--- config.mk ---
export PLATFORM = sky130hd
export DESIGN_NAME = priority_round_robin_scheduler_flat
export DESIGN_NICKNAME = d
export VERILOG_FILES = /design/src/rtl/prrs_pkg.sv /design/src/rtl/prrs_req_if.sv /design/src/rtl/prrs_rsp_if.sv /design/src/rtl/prrs_cfg_if.sv /design/src/rtl/prrs_ram.sv /design/src/rtl/priority_round_robin_scheduler.sv /design/src/flat_wrapper.sv
export SDC_FILE = /design/constraint.sdc
export NUM_CORES = 2
export LEC_CHECK = 0
export CAP_MARGIN = 5
export CORE_ASPECT_RATIO = 0.75
export CORE_MARGIN = 2
export CORE_UTILIZATION = 50
export CTS_CLUSTER_DIAMETER = 30
export DETAILED_ROUTE_END_ITERATION = 12
export DONT_BUFFER_PORTS = 1
export SKIP_CTS_REPAIR_TIMING = 1
export SLEW_MARGIN = 0
export SYNTH_ARGS = -nofsm -noshare
export SYNTH_HDL_FRONTEND = slang
export SYNTH_SLANG_ARGS = --single-unit
--- constraint.sdc ---
create_clock -name clk -period 11.8 [get_ports clk]
set_input_delay 1.18 -clock clk [delete_from_list [all_inputs] [get_ports clk]]
set_output_delay 1.18 -clock clk [all_outputs]
set_load 0.005 [all_outputs]
--- src/rtl/prrs_pkg.sv ---
package prrs_pkg;

	localparam int MAX_THREADS  = 64;
	localparam int MAX_PRIORITY = 5;
	localparam int MAX_EVENTS   = 256;

	localparam int THR_W  = $clog2(MAX_THREADS);
	localparam int CNT_W  = THR_W + 1;
	localparam int PRIO_W = 3;
	localparam int EVN_W  = 8;
	localparam int EVC_W  = 9;
	localparam int TQ_W   = 16;
	localparam int CMD_W  = 3;
	localparam int RES_W  = 7;
	localparam int STAT_W = 2;
	localparam int OTHR_W = 6;

	localparam logic [CMD_W-1:0] CMD_FORK   = 3'd0;
	localparam logic [CMD_W-1:0] CMD_EXEC   = 3'd1;
	localparam logic [CMD_W-1:0] CMD_WAIT   = 3'd2;
	localparam logic [CMD_W-1:0] CMD_SIGNAL = 3'd3;
	localparam logic [CMD_W-1:0] CMD_FINISH = 3'd4;

	localparam logic [STAT_W-1:0] STAT_OK    = 2'd0;
	localparam logic [STAT_W-1:0] STAT_INVAL = 2'd1;
	localparam logic [STAT_W-1:0] STAT_FULL  = 2'd2;

	localparam logic CFG_QUANTUM = 1'b0;
	localparam logic CFG_EVENTS  = 1'b1;

	// thread table entry: waiting flag, priority, awaited event
	typedef struct packed {
		logic              waiting;
		logic [PRIO_W-1:0] prio;
		logic [EVN_W-1:0]  evt;
	} thr_ent_t;

	// ready queue entry carries its priority alongside the thread index
	typedef struct packed {
		logic [PRIO_W-1:0] prio;
		logic [THR_W-1:0]  thr;
	} rq_ent_t;

	typedef enum logic [3:0] {
		S_IDLE, S_INS_RD, S_INS, S_TICK, S_TICK_CHK,
		S_HEAD_RD, S_HEAD, S_SCAN_RD, S_SCAN, S_DONE
	} sched_state_t;

	typedef enum logic [1:0] {RET_TICK, RET_SCAN, RET_HEAD} ins_ret_t;

endpackage

--- src/rtl/prrs_req_if.sv ---
interface prrs_req_if;
	import prrs_pkg::*;
	logic              valid;
	logic              ready;
	logic [CMD_W-1:0]  command;
	logic [PRIO_W-1:0] priority_req;
	logic [EVN_W-1:0]  event_number;
	modport source (output valid, command, priority_req, event_number, input ready);
	modport sink (input valid, command, priority_req, event_number, output ready);
endinterface

--- src/rtl/prrs_rsp_if.sv ---
interface prrs_rsp_if;
	import prrs_pkg::*;
	logic              valid;
	logic              ready;
	logic [OTHR_W-1:0] running_thread;
	logic              running_valid;
	logic [RES_W-1:0]  result_value;
	logic [STAT_W-1:0] status;
	modport source (output valid, running_thread, running_valid, result_value, status,
		input ready);
	modport sink (input valid, running_thread, running_valid, result_value, status,
		output ready);
endinterface

--- src/rtl/prrs_cfg_if.sv ---
interface prrs_cfg_if;
	import prrs_pkg::*;
	logic            valid;
	logic            ready;
	logic            index;
	logic [TQ_W-1:0] data;
	modport source (output valid, index, data, input ready);
	modport sink (input valid, index, data, output ready);
endinterface

--- src/rtl/prrs_ram.sv ---
module prrs_ram #(
	parameter int WIDTH = 8,
	parameter int DEPTH = 64,
	localparam int AW = $clog2(DEPTH)
) (
	input  logic             clk,
	input  logic             we,
	input  logic [AW-1:0]    waddr,
	input  logic [WIDTH-1:0] wdata,
	input  logic [AW-1:0]    raddr,
	output logic [WIDTH-1:0] rdata
);

	logic [WIDTH-1:0] mem [DEPTH];

	// one write port, registered read port
	always_ff @(posedge clk) begin
		if (we) begin
			mem[waddr] <= wdata;
		end
		rdata <= mem[raddr];
	end

endmodule

--- src/rtl/priority_round_robin_scheduler.sv ---
// Priority round-robin thread scheduler.
// Commands arrive on req (fork, exec tick, wait, signal, finish); each one
// gives exactly one beat on rsp with the running thread, the forked index
// or woken count, and a status. Registers are written on cfg (index 0 time
// quantum, index 1 event count); cfg is always ready and is to be written
// only while the scheduler is idle; the block itself does not enforce this.
// A rejected command or a simple fork goes straight to the response. A tick
// spends a quantum unit and checks the queue head, and after an ordered
// insert pops the new head when it preempts or rotates; every ordered insert
// into the ready queue reads the tail and shifts back each entry it passes;
// a signal scans every thread in the table plus one insert per woken thread.
// Table and ready queue memories: one write, one registered read port each.
// req.ready is high only while the sequencer is idle. The result sits in an
// output register, so the next command is taken while it waits; if rsp
// stalls, the following command holds at its end until the register frees.
// Reset empties the ready queue and the table count and leaves the
// processor idle; the time quantum returns to 1 and the event count to 0.
module priority_round_robin_scheduler import prrs_pkg::*; (
	input  logic   clk,
	input  logic   arst_n,
	prrs_req_if.sink   req,
	prrs_rsp_if.source rsp,
	prrs_cfg_if.sink   cfg
);

	sched_state_t      state_q, state_d;
	ins_ret_t          ret_q, ret_d;
	logic [CNT_W-1:0]  len_q, len_d, total_q, total_d, pos_q, pos_d, idx_q, idx_d;
	logic [THR_W-1:0]  head_q, head_d, cur_q, cur_d, ins_thr_q, ins_thr_d;
	logic              present_q, present_d, cur_wait_q, cur_wait_d;
	logic [PRIO_W-1:0] cur_prio_q, cur_prio_d, ins_prio_q, ins_prio_d;
	logic [TQ_W-1:0]   quant_q, quant_d, tq_q, qdec;
	logic [EVC_W-1:0]  evc_q;
	logic [EVN_W-1:0]  ev_q, ev_d;
	logic [RES_W-1:0]  res_q, res_d;
	logic [STAT_W-1:0] stat_q, stat_d;
	logic              rsp_valid_q, rsp_valid_d, load_out;

	logic              tb_we, rq_we;
	logic [THR_W-1:0]  tb_waddr, tb_raddr, rq_waddr, rq_raddr;
	thr_ent_t          tb_wdata, tb_rdata;
	rq_ent_t           rq_wdata, rq_rdata;

	prrs_ram #(.WIDTH($bits(thr_ent_t)), .DEPTH(MAX_THREADS)) u_table (
		.clk(clk), .we(tb_we), .waddr(tb_waddr), .wdata(tb_wdata),
		.raddr(tb_raddr), .rdata(tb_rdata)
	);

	prrs_ram #(.WIDTH($bits(rq_ent_t)), .DEPTH(MAX_THREADS)) u_rqueue (
		.clk(clk), .we(rq_we), .waddr(rq_waddr), .wdata(rq_wdata),
		.raddr(rq_raddr), .rdata(rq_rdata)
	);

	assign req.ready = (state_q == S_IDLE);
	assign cfg.ready = 1'b1;
	assign rsp.valid = rsp_valid_q;
	assign qdec = (quant_q != '0) ? quant_q - TQ_W'(1) : '0;

	function automatic sched_state_t ret_state(input ins_ret_t r);
		case (r)
			RET_TICK: ret_state = S_TICK;
			RET_SCAN: ret_state = S_SCAN_RD;
			default:  ret_state = S_HEAD_RD;
		endcase
	endfunction

	// sequencer: next state and datapath updates
	always_comb begin
		state_d = state_q; ret_d = ret_q; len_d = len_q; total_d = total_q;
		pos_d = pos_q; idx_d = idx_q; head_d = head_q; cur_d = cur_q;
		ins_thr_d = ins_thr_q; present_d = present_q; cur_wait_d = cur_wait_q;
		cur_prio_d = cur_prio_q; ins_prio_d = ins_prio_q; quant_d = quant_q;
		ev_d = ev_q; res_d = res_q; stat_d = stat_q;
		load_out = 1'b0;
		tb_we = 1'b0; tb_waddr = cur_q; tb_wdata = '0; tb_raddr = idx_q[THR_W-1:0];
		rq_we = 1'b0; rq_waddr = head_q; rq_wdata = '0; rq_raddr = head_q;
		case (state_q)
			S_IDLE: begin
				if (req.valid) begin
					res_d = '0;
					stat_d = STAT_OK;
					ev_d = req.event_number;
					state_d = S_DONE;
					case (req.command)
						CMD_FORK: begin
							if (req.priority_req > PRIO_W'(MAX_PRIORITY)) begin
								stat_d = STAT_INVAL;
							end else if (total_q >= CNT_W'(MAX_THREADS)) begin
								stat_d = STAT_FULL;
							end else begin
								tb_we = 1'b1;
								tb_waddr = total_q[THR_W-1:0];
								tb_wdata = '{waiting: 1'b0, prio: req.priority_req, evt: '0};
								res_d = RES_W'(total_q);
								total_d = total_q + CNT_W'(1);
								if (!present_q) begin
									cur_d = total_q[THR_W-1:0];
									cur_prio_d = req.priority_req;
									present_d = 1'b1;
									cur_wait_d = 1'b0;
									quant_d = tq_q;
								end else begin
									ins_prio_d = req.priority_req;
									ins_thr_d = total_q[THR_W-1:0];
									ret_d = RET_TICK;
									state_d = S_INS_RD;
								end
							end
						end
						CMD_EXEC: begin
							if (!present_q) stat_d = STAT_INVAL;
							else state_d = S_TICK;
						end
						CMD_FINISH: begin
							if (!present_q) stat_d = STAT_INVAL;
							else if (len_q != '0) state_d = S_HEAD_RD;
							else present_d = 1'b0;
						end
						CMD_WAIT, CMD_SIGNAL: begin
							if (!present_q || EVC_W'(req.event_number) >= evc_q) begin
								stat_d = STAT_INVAL;
							end else if (req.command == CMD_WAIT) begin
								tb_we = 1'b1;
								tb_waddr = cur_q;
								tb_wdata = '{waiting: 1'b1, prio: cur_prio_q,
									evt: req.event_number};
								cur_wait_d = 1'b1;
								state_d = S_TICK;
							end else begin
								idx_d = '0;
								state_d = S_SCAN_RD;
							end
						end
						default: stat_d = STAT_INVAL;
					endcase
				end
			end
			// start an ordered insert at the tail
			S_INS_RD: begin
				if (len_q >= CNT_W'(MAX_THREADS)) begin
					state_d = ret_state(ret_q);
				end else begin
					rq_raddr = head_q + len_q[THR_W-1:0] - THR_W'(1);
					pos_d = len_q;
					state_d = S_INS;
				end
			end
			// shift lower-priority entries back one slot, then drop the new one in
			S_INS: begin
				rq_we = 1'b1;
				rq_waddr = head_q + pos_q[THR_W-1:0];
				if (pos_q != '0 && rq_rdata.prio < ins_prio_q) begin
					rq_wdata = rq_rdata;
					pos_d = pos_q - CNT_W'(1);
					rq_raddr = head_q + pos_q[THR_W-1:0] - THR_W'(2);
				end else begin
					rq_wdata = '{prio: ins_prio_q, thr: ins_thr_q};
					len_d = len_q + CNT_W'(1);
					state_d = ret_state(ret_q);
				end
			end
			// spend one quantum unit, fetch the queue head
			S_TICK: begin
				quant_d = qdec;
				if (len_q == '0) begin
					if (cur_wait_q) begin
						present_d = 1'b0;
						cur_wait_d = 1'b0;
					end else begin
						quant_d = tq_q;
					end
					state_d = S_DONE;
				end else begin
					state_d = S_TICK_CHK;
				end
			end
			// replace a waiting thread, or preempt, rotate or keep the running thread
			S_TICK_CHK: begin
				state_d = S_DONE;
				if (cur_wait_q) begin
					cur_d = rq_rdata.thr; cur_prio_d = rq_rdata.prio;
					present_d = 1'b1; cur_wait_d = 1'b0; quant_d = tq_q;
					head_d = head_q + THR_W'(1); len_d = len_q - CNT_W'(1);
				end else if (cur_prio_q < rq_rdata.prio ||
						(quant_q == '0 && cur_prio_q == rq_rdata.prio)) begin
					ins_prio_d = cur_prio_q;
					ins_thr_d = cur_q;
					ret_d = RET_HEAD;
					state_d = S_INS_RD;
				end else if (quant_q == '0) begin
					quant_d = tq_q;
				end
			end
			S_HEAD_RD: state_d = S_HEAD;
			// pop the queue head onto the processor
			S_HEAD: begin
				cur_d = rq_rdata.thr; cur_prio_d = rq_rdata.prio;
				present_d = 1'b1; cur_wait_d = 1'b0; quant_d = tq_q;
				head_d = head_q + THR_W'(1); len_d = len_q - CNT_W'(1);
				state_d = S_DONE;
			end
			// walk the thread table for waiters on the signaled event
			S_SCAN_RD: begin
				state_d = (idx_q >= total_q) ? S_TICK : S_SCAN;
			end
			S_SCAN: begin
				idx_d = idx_q + CNT_W'(1);
				state_d = S_SCAN_RD;
				if (tb_rdata.waiting && tb_rdata.evt == ev_q) begin
					tb_we = 1'b1;
					tb_waddr = idx_q[THR_W-1:0];
					tb_wdata = '{waiting: 1'b0, prio: tb_rdata.prio, evt: tb_rdata.evt};
					res_d = res_q + RES_W'(1);
					ins_prio_d = tb_rdata.prio;
					ins_thr_d = idx_q[THR_W-1:0];
					ret_d = RET_SCAN;
					state_d = S_INS_RD;
				end
			end
			S_DONE: begin
				if (!rsp_valid_q || rsp.ready) begin
					load_out = 1'b1;
					state_d = S_IDLE;
				end
			end
			default: state_d = S_IDLE;
		endcase
		rsp_valid_d = load_out | (rsp_valid_q & ~rsp.ready);
	end

	// state register
	always_ff @(posedge clk or negedge arst_n) begin
		if (!arst_n) begin
			state_q <= S_IDLE;
			ret_q <= RET_TICK;
			len_q <= '0;
			total_q <= '0;
			head_q <= '0;
			cur_q <= '0;
			present_q <= 1'b0;
			cur_wait_q <= 1'b0;
			rsp_valid_q <= 1'b0;
			tq_q <= TQ_W'(1);
			evc_q <= '0;
		end else begin
			state_q <= state_d;
			ret_q <= ret_d;
			len_q <= len_d;
			total_q <= total_d;
			head_q <= head_d;
			cur_q <= cur_d;
			present_q <= present_d;
			cur_wait_q <= cur_wait_d;
			rsp_valid_q <= rsp_valid_d;
			// register writes: clamp zero quantum and oversized event count
			if (cfg.valid) begin
				case (cfg.index)
					CFG_QUANTUM: tq_q <= (cfg.data == '0) ? TQ_W'(1) : cfg.data;
					CFG_EVENTS: evc_q <= (cfg.data[EVC_W-1:0] > EVC_W'(MAX_EVENTS)) ?
						EVC_W'(MAX_EVENTS) : cfg.data[EVC_W-1:0];
					default: ;
				endcase
			end
		end
	end

	// datapath and output registers
	always_ff @(posedge clk) begin
		pos_q <= pos_d;
		idx_q <= idx_d;
		ins_thr_q <= ins_thr_d;
		ins_prio_q <= ins_prio_d;
		cur_prio_q <= cur_prio_d;
		quant_q <= quant_d;
		ev_q <= ev_d;
		res_q <= res_d;
		stat_q <= stat_d;
		if (load_out) begin
			rsp.running_thread <= present_q ? OTHR_W'(cur_q) : '0;
			rsp.running_valid <= present_q;
			rsp.result_value <= res_q;
			rsp.status <= stat_q;
		end
	end

	a_len_bound: assert property (@(posedge clk) disable iff (!arst_n)
		len_q <= CNT_W'(MAX_THREADS)) else $error("ready queue overflow");
	a_len_total: assert property (@(posedge clk) disable iff (!arst_n)
		len_q <= total_q) else $error("ready queue longer than thread table");
	a_idle_nowait: assert property (@(posedge clk) disable iff (!arst_n)
		!present_q |-> !cur_wait_q) else $error("waiting flag without running thread");
	a_busy: assert property (@(posedge clk) disable iff (!arst_n)
		(state_q == S_IDLE && req.valid) |=> (state_q != S_IDLE))
		else $error("accepted command not started");

endmodule
--- src/flat_wrapper.sv ---
// flat-port wrapper written by rule: the top's interface ports become plain ports
module priority_round_robin_scheduler_flat import prrs_pkg::*;
  (clk, arst_n, req_valid, req_command, req_priority_req, req_event_number, req_ready, rsp_valid, rsp_running_thread, rsp_running_valid, rsp_result_value, rsp_status, rsp_ready, cfg_valid, cfg_index, cfg_data, cfg_ready);
  prrs_req_if req_i ();
  prrs_rsp_if rsp_i ();
  prrs_cfg_if cfg_i ();
  input  logic clk;
  input  logic arst_n;
  input wire logic [$bits(req_i.valid)-1:0] req_valid;
  input wire logic [$bits(req_i.command)-1:0] req_command;
  input wire logic [$bits(req_i.priority_req)-1:0] req_priority_req;
  input wire logic [$bits(req_i.event_number)-1:0] req_event_number;
  output wire logic [$bits(req_i.ready)-1:0] req_ready;
  output wire logic [$bits(rsp_i.valid)-1:0] rsp_valid;
  output wire logic [$bits(rsp_i.running_thread)-1:0] rsp_running_thread;
  output wire logic [$bits(rsp_i.running_valid)-1:0] rsp_running_valid;
  output wire logic [$bits(rsp_i.result_value)-1:0] rsp_result_value;
  output wire logic [$bits(rsp_i.status)-1:0] rsp_status;
  input wire logic [$bits(rsp_i.ready)-1:0] rsp_ready;
  input wire logic [$bits(cfg_i.valid)-1:0] cfg_valid;
  input wire logic [$bits(cfg_i.index)-1:0] cfg_index;
  input wire logic [$bits(cfg_i.data)-1:0] cfg_data;
  output wire logic [$bits(cfg_i.ready)-1:0] cfg_ready;
  assign req_i.valid = req_valid;
  assign req_i.command = req_command;
  assign req_i.priority_req = req_priority_req;
  assign req_i.event_number = req_event_number;
  assign req_ready = req_i.ready;
  assign rsp_valid = rsp_i.valid;
  assign rsp_running_thread = rsp_i.running_thread;
  assign rsp_running_valid = rsp_i.running_valid;
  assign rsp_result_value = rsp_i.result_value;
  assign rsp_status = rsp_i.status;
  assign rsp_i.ready = rsp_ready;
  assign cfg_i.valid = cfg_valid;
  assign cfg_i.index = cfg_index;
  assign cfg_i.data = cfg_data;
  assign cfg_ready = cfg_i.ready;
  priority_round_robin_scheduler u_core (.clk(clk), .arst_n(arst_n), .req(req_i), .rsp(rsp_i), .cfg(cfg_i));
endmodule
==> impl_metrics.env <==
export IMPL_overflow=0
export IMPL_final_setup_skew_ns=0.0454
export IMPL_dpl_worst_slack_ns=5.95
export IMPL_ys_seq_elements=1500
export IMPL_path_clk_slew_ns=0.06
export IMPL_finalSetupTns_ns=0
export IMPL_layout_commonest_cell="edfxtp_1"
export IMPL_synthAdderAreaFrac=0.0106
export IMPL_yosys_area_share_simple=0.0716
export IMPL_cts_tree="done"
export IMPL_hold_path_class="in2async"
export IMPL_first_global_vias=33571
export IMPL_drv_cap=0
export IMPL_met2_usage=0.351
export IMPL_drtIter0Drc=5314
export IMPL_clockRootBuffer="clkbuf_16"
export IMPL_irDropWorstVdd_uv=325
export IMPL_die_w_um=407
export IMPL_syn_mean_instance_area_um2=16.9
export IMPL_dp_hpwl_um=100000
export IMPL_critical_path_class="reg2reg"
export IMPL_path_max_fanout=34
export IMPL_rsz0062_at_grt="false"
export IMPL_place_congestion=0.897
export IMPL_finalSetupViolations=0
export IMPL_insertion_delay_ns=0.84
export IMPL_drc=0
export IMPL_crit_path_start_kind="register"
export IMPL_syn_area_um2=61000
export IMPL_dieArea_um2=125000
export IMPL_layout_nets=3786
export IMPL_ys_types=90
export IMPL_placed_cells=5097
export IMPL_track_usage=0.259
export IMPL_worst_ep_arrival_time_ns=6.47
export IMPL_port_buffers=0
export IMPL_fmax_mhz=173
export IMPL_grt_max_degree=127
export IMPL_grt_antenna_before_repair=9
export IMPL_fin_crit_ns=5.79
export IMPL_async_flop_share=0.0400
export IMPL_ant_nets=0
export IMPL_synth_edf_count=1419
export IMPL_synth_seq_area_share=0.730
export IMPL_stdcell_count=5522
export IMPL_rows=110
export IMPL_core_area_um2=120000
export IMPL_mostFrequentLayoutCells="1,419 x edfxtp_1, 448 x nand2_1, 252 x mux4_2, 227 x clkbuf_16, 206 x nor2_1"
export IMPL_die_h_um=306
export IMPL_ioPinCount=55
export IMPL_powerDensity_nw_per_um2=259
export IMPL_finish_utilization=0.587
export IMPL_clockBufferDepth=3
export IMPL_synth_top_family_by_area="multiplexers"
export IMPL_synth_compound_area_share=0.0431
export IMPL_endpoint_kind="register"
export IMPL_ys_warn_count=0
export IMPL_initial_core_util=0.506
export IMPL_vias=34659
export IMPL_period_share=0.490
export IMPL_slew_headroom=0.0952
export IMPL_htreeDepth=4
export IMPL_layout_drive_gt1_share=0.197
export IMPL_wirelength_um=161000
export IMPL_setup_ws_ns=6.01
export IMPL_slew_violations=0
export IMPL_hold_ws_ns=0.0462
export IMPL_cts_sinks=1500
export IMPL_syn_to_final_growth_pct=15.9
export IMPL_grt_pass1_wl_um=235000
export IMPL_finalHoldViolCount=0
export IMPL_drtPass1Iterations=6
export IMPL_leakage_nw=24.4
export IMPL_met3_usage=0.0697
export IMPL_post_drt_wl_per_cell_um=29.1
export IMPL_synthXorXnorAreaFrac=0.00930
export IMPL_worstPathRequired_ns=12.48
export IMPL_cts_made_buffers=225
export IMPL_tightest_slew_ns=1.32
export IMPL_synth_flop_cell="edfxtp_1"
export IMPL_synth_mux_area_frac=0.117
export IMPL_syn_nets=3687
export IMPL_synthCells=3601
export IMPL_grt_use_met1=0.415
export IMPL_top_usage_layer="met1"
export IMPL_status="finished, final reports clean"
export IMPL_avgViaCountPerCell=6.28
[synthesized netlist by cell type, types with 5 or more instances]
master	instances	area, um2
edfxtp_1	1419	42600
nand2_1	449	1690
mux4_2	252	5680
nor2_1	218	818
nand3_1	139	696
mux2i_1	121	1210
clkbuf_1	85	319
o21ai_0	60	300
a21oi_1	59	295
dfrtp_1	59	1480
inv_1	59	221
nor3_1	50	250
xnor2_1	49	429
ha_1	47	588
buf_2	44	220
a32oi_1	42	368
buf_1	31	116
a22oi_1	30	225
nand4_1	29	181
mux2_2	24	270
a211oi_1	22	165
dfxtp_1	21	420
nand2b_1	17	106
buf_4	16	120
o31ai_1	16	120
a21o_1	14	105
a221o_1	14	140
nor4_1	14	87.6
xor2_1	13	114
a221oi_1	10	87.6
a31oi_1	10	62.6
nor2b_1	10	62.6
a22o_1	9	78.8
and2_1	9	56.3
or3_1	9	56.3
o211ai_1	8	60.1
o22ai_1	8	50.1
a32o_1	7	70.1
and3_1	7	43.8
or4_1	7	52.6
o221ai_1	6	52.6
a2111oi_0	5	43.8
nor2_2	5	31.3
[metrics by stage]
step	power, mW	instance area, um2
floorplan	9.75	61000
global placement	11.4	62800
detailed placement	11.5	62800
CTS	18.2	70600
global route	18.9	70600
finish	18.3	70600
[kinds of logic after synthesis]
group / Yosys count
other: 1
flip-flops: 1500
buffers and inverters: 242
adder cells (fa/ha/maj): 50
AO/OA/AOI/OAI: 362
XOR/XNOR: 63
multiplexers: 397
AND/OR/NAND/NOR: 986
[where the power goes]
| part | total, mW | leakage, nW | internal, mW | switching (mW) |
|---|---|---|---|---|
| clock | 6.76 | 3.73 | 4.19 | 2.57 |
| combinational | 5.15 | 5.86 | 1.55 | 3.60 |
| sequential | 6.37 | 14.8 | 6.18 | 0.198 |
| total | 18.3 | 24.4 | 11.9 | 6.36 |
[registers in the layout (all words and copies together) (netlist names), 6 cells and up]
register / count
u_core.u_table.mem: 768
u_core.u_rqueue.mem: 576
u_core.quant_q: 16
u_core.tq_q: 16
u_core.u_table.rdata: 12
u_core.evc_q: 9
u_core.u_rqueue.rdata: 9
u_core.ev_q: 8
u_core.idx_q: 7
u_core.len_q: 7
u_core.pos_q: 7
u_core.res_q: 7
u_core.rsp.result_value: 7
u_core.total_q: 7
u_core.cur_q: 6
u_core.head_q: 6
u_core.ins_thr_q: 6
u_core.rsp.running_thread: 6
[layer usage]
| layer | vias up | share of wire |
|---|---|---|
| met2 | 1952 | 0.42 |
| met5 | - | 0.00011 |
| met3 | 224 | 0.12 |
| met4 | 4 | 0.016 |
| li1 | 14512 | - |
| met1 | 17967 | 0.45 |
[critical path: stages (launching register included)]
cell and delay [ns]:
dfrtp_1 0.68, or4b_4 0.80, a211oi_2 0.39, a21boi_2 0.27, a221o_2 0.38, buf_4 0.27, nor2_2 0.38, buf_4 0.47
a32oi_1 0.21, a2111oi_0 1.18, a211oi_1 0.25, nor4b_2 0.26
[path summary, 6_finish.rpt]
check                               startpoint                  endpoint  slack [ns]  cells after the start
min in group clk           req_event_number[6]            u_core.ev_q[6]        0.43                      0
hold / removal                          arst_n           u_core.len_q[0]        0.05                      0
setup reg to reg             u_core.state_q[1]  u_core.u_rqueue.rdata[7]        6.01                     11
hold reg to reg               u_core.stat_q[1]      u_core.rsp.status[1]        0.43                      0
max in group asynchronous               arst_n            u_core.tq_q[0]       11.53                      0
setup / recovery             u_core.state_q[1]  u_core.u_rqueue.rdata[7]        6.01                     11
[cell type report]
| type | count | area (um2) |
|---|---|---|
| clock inverter | 168 | 1980 |
| fill | 8772 | 49800 |
| timing repair buffer | 53 | 410 |
| tap | 1624 | 2030 |
| inverter | 61 | 229 |
| antenna | 1 | 2.50 |
| clock buffer | 256 | 5840 |
| multi-input combinational | 1859 | 15600 |
| sequential | 1500 | 44500 |
(Power assumes the default switching activity.)
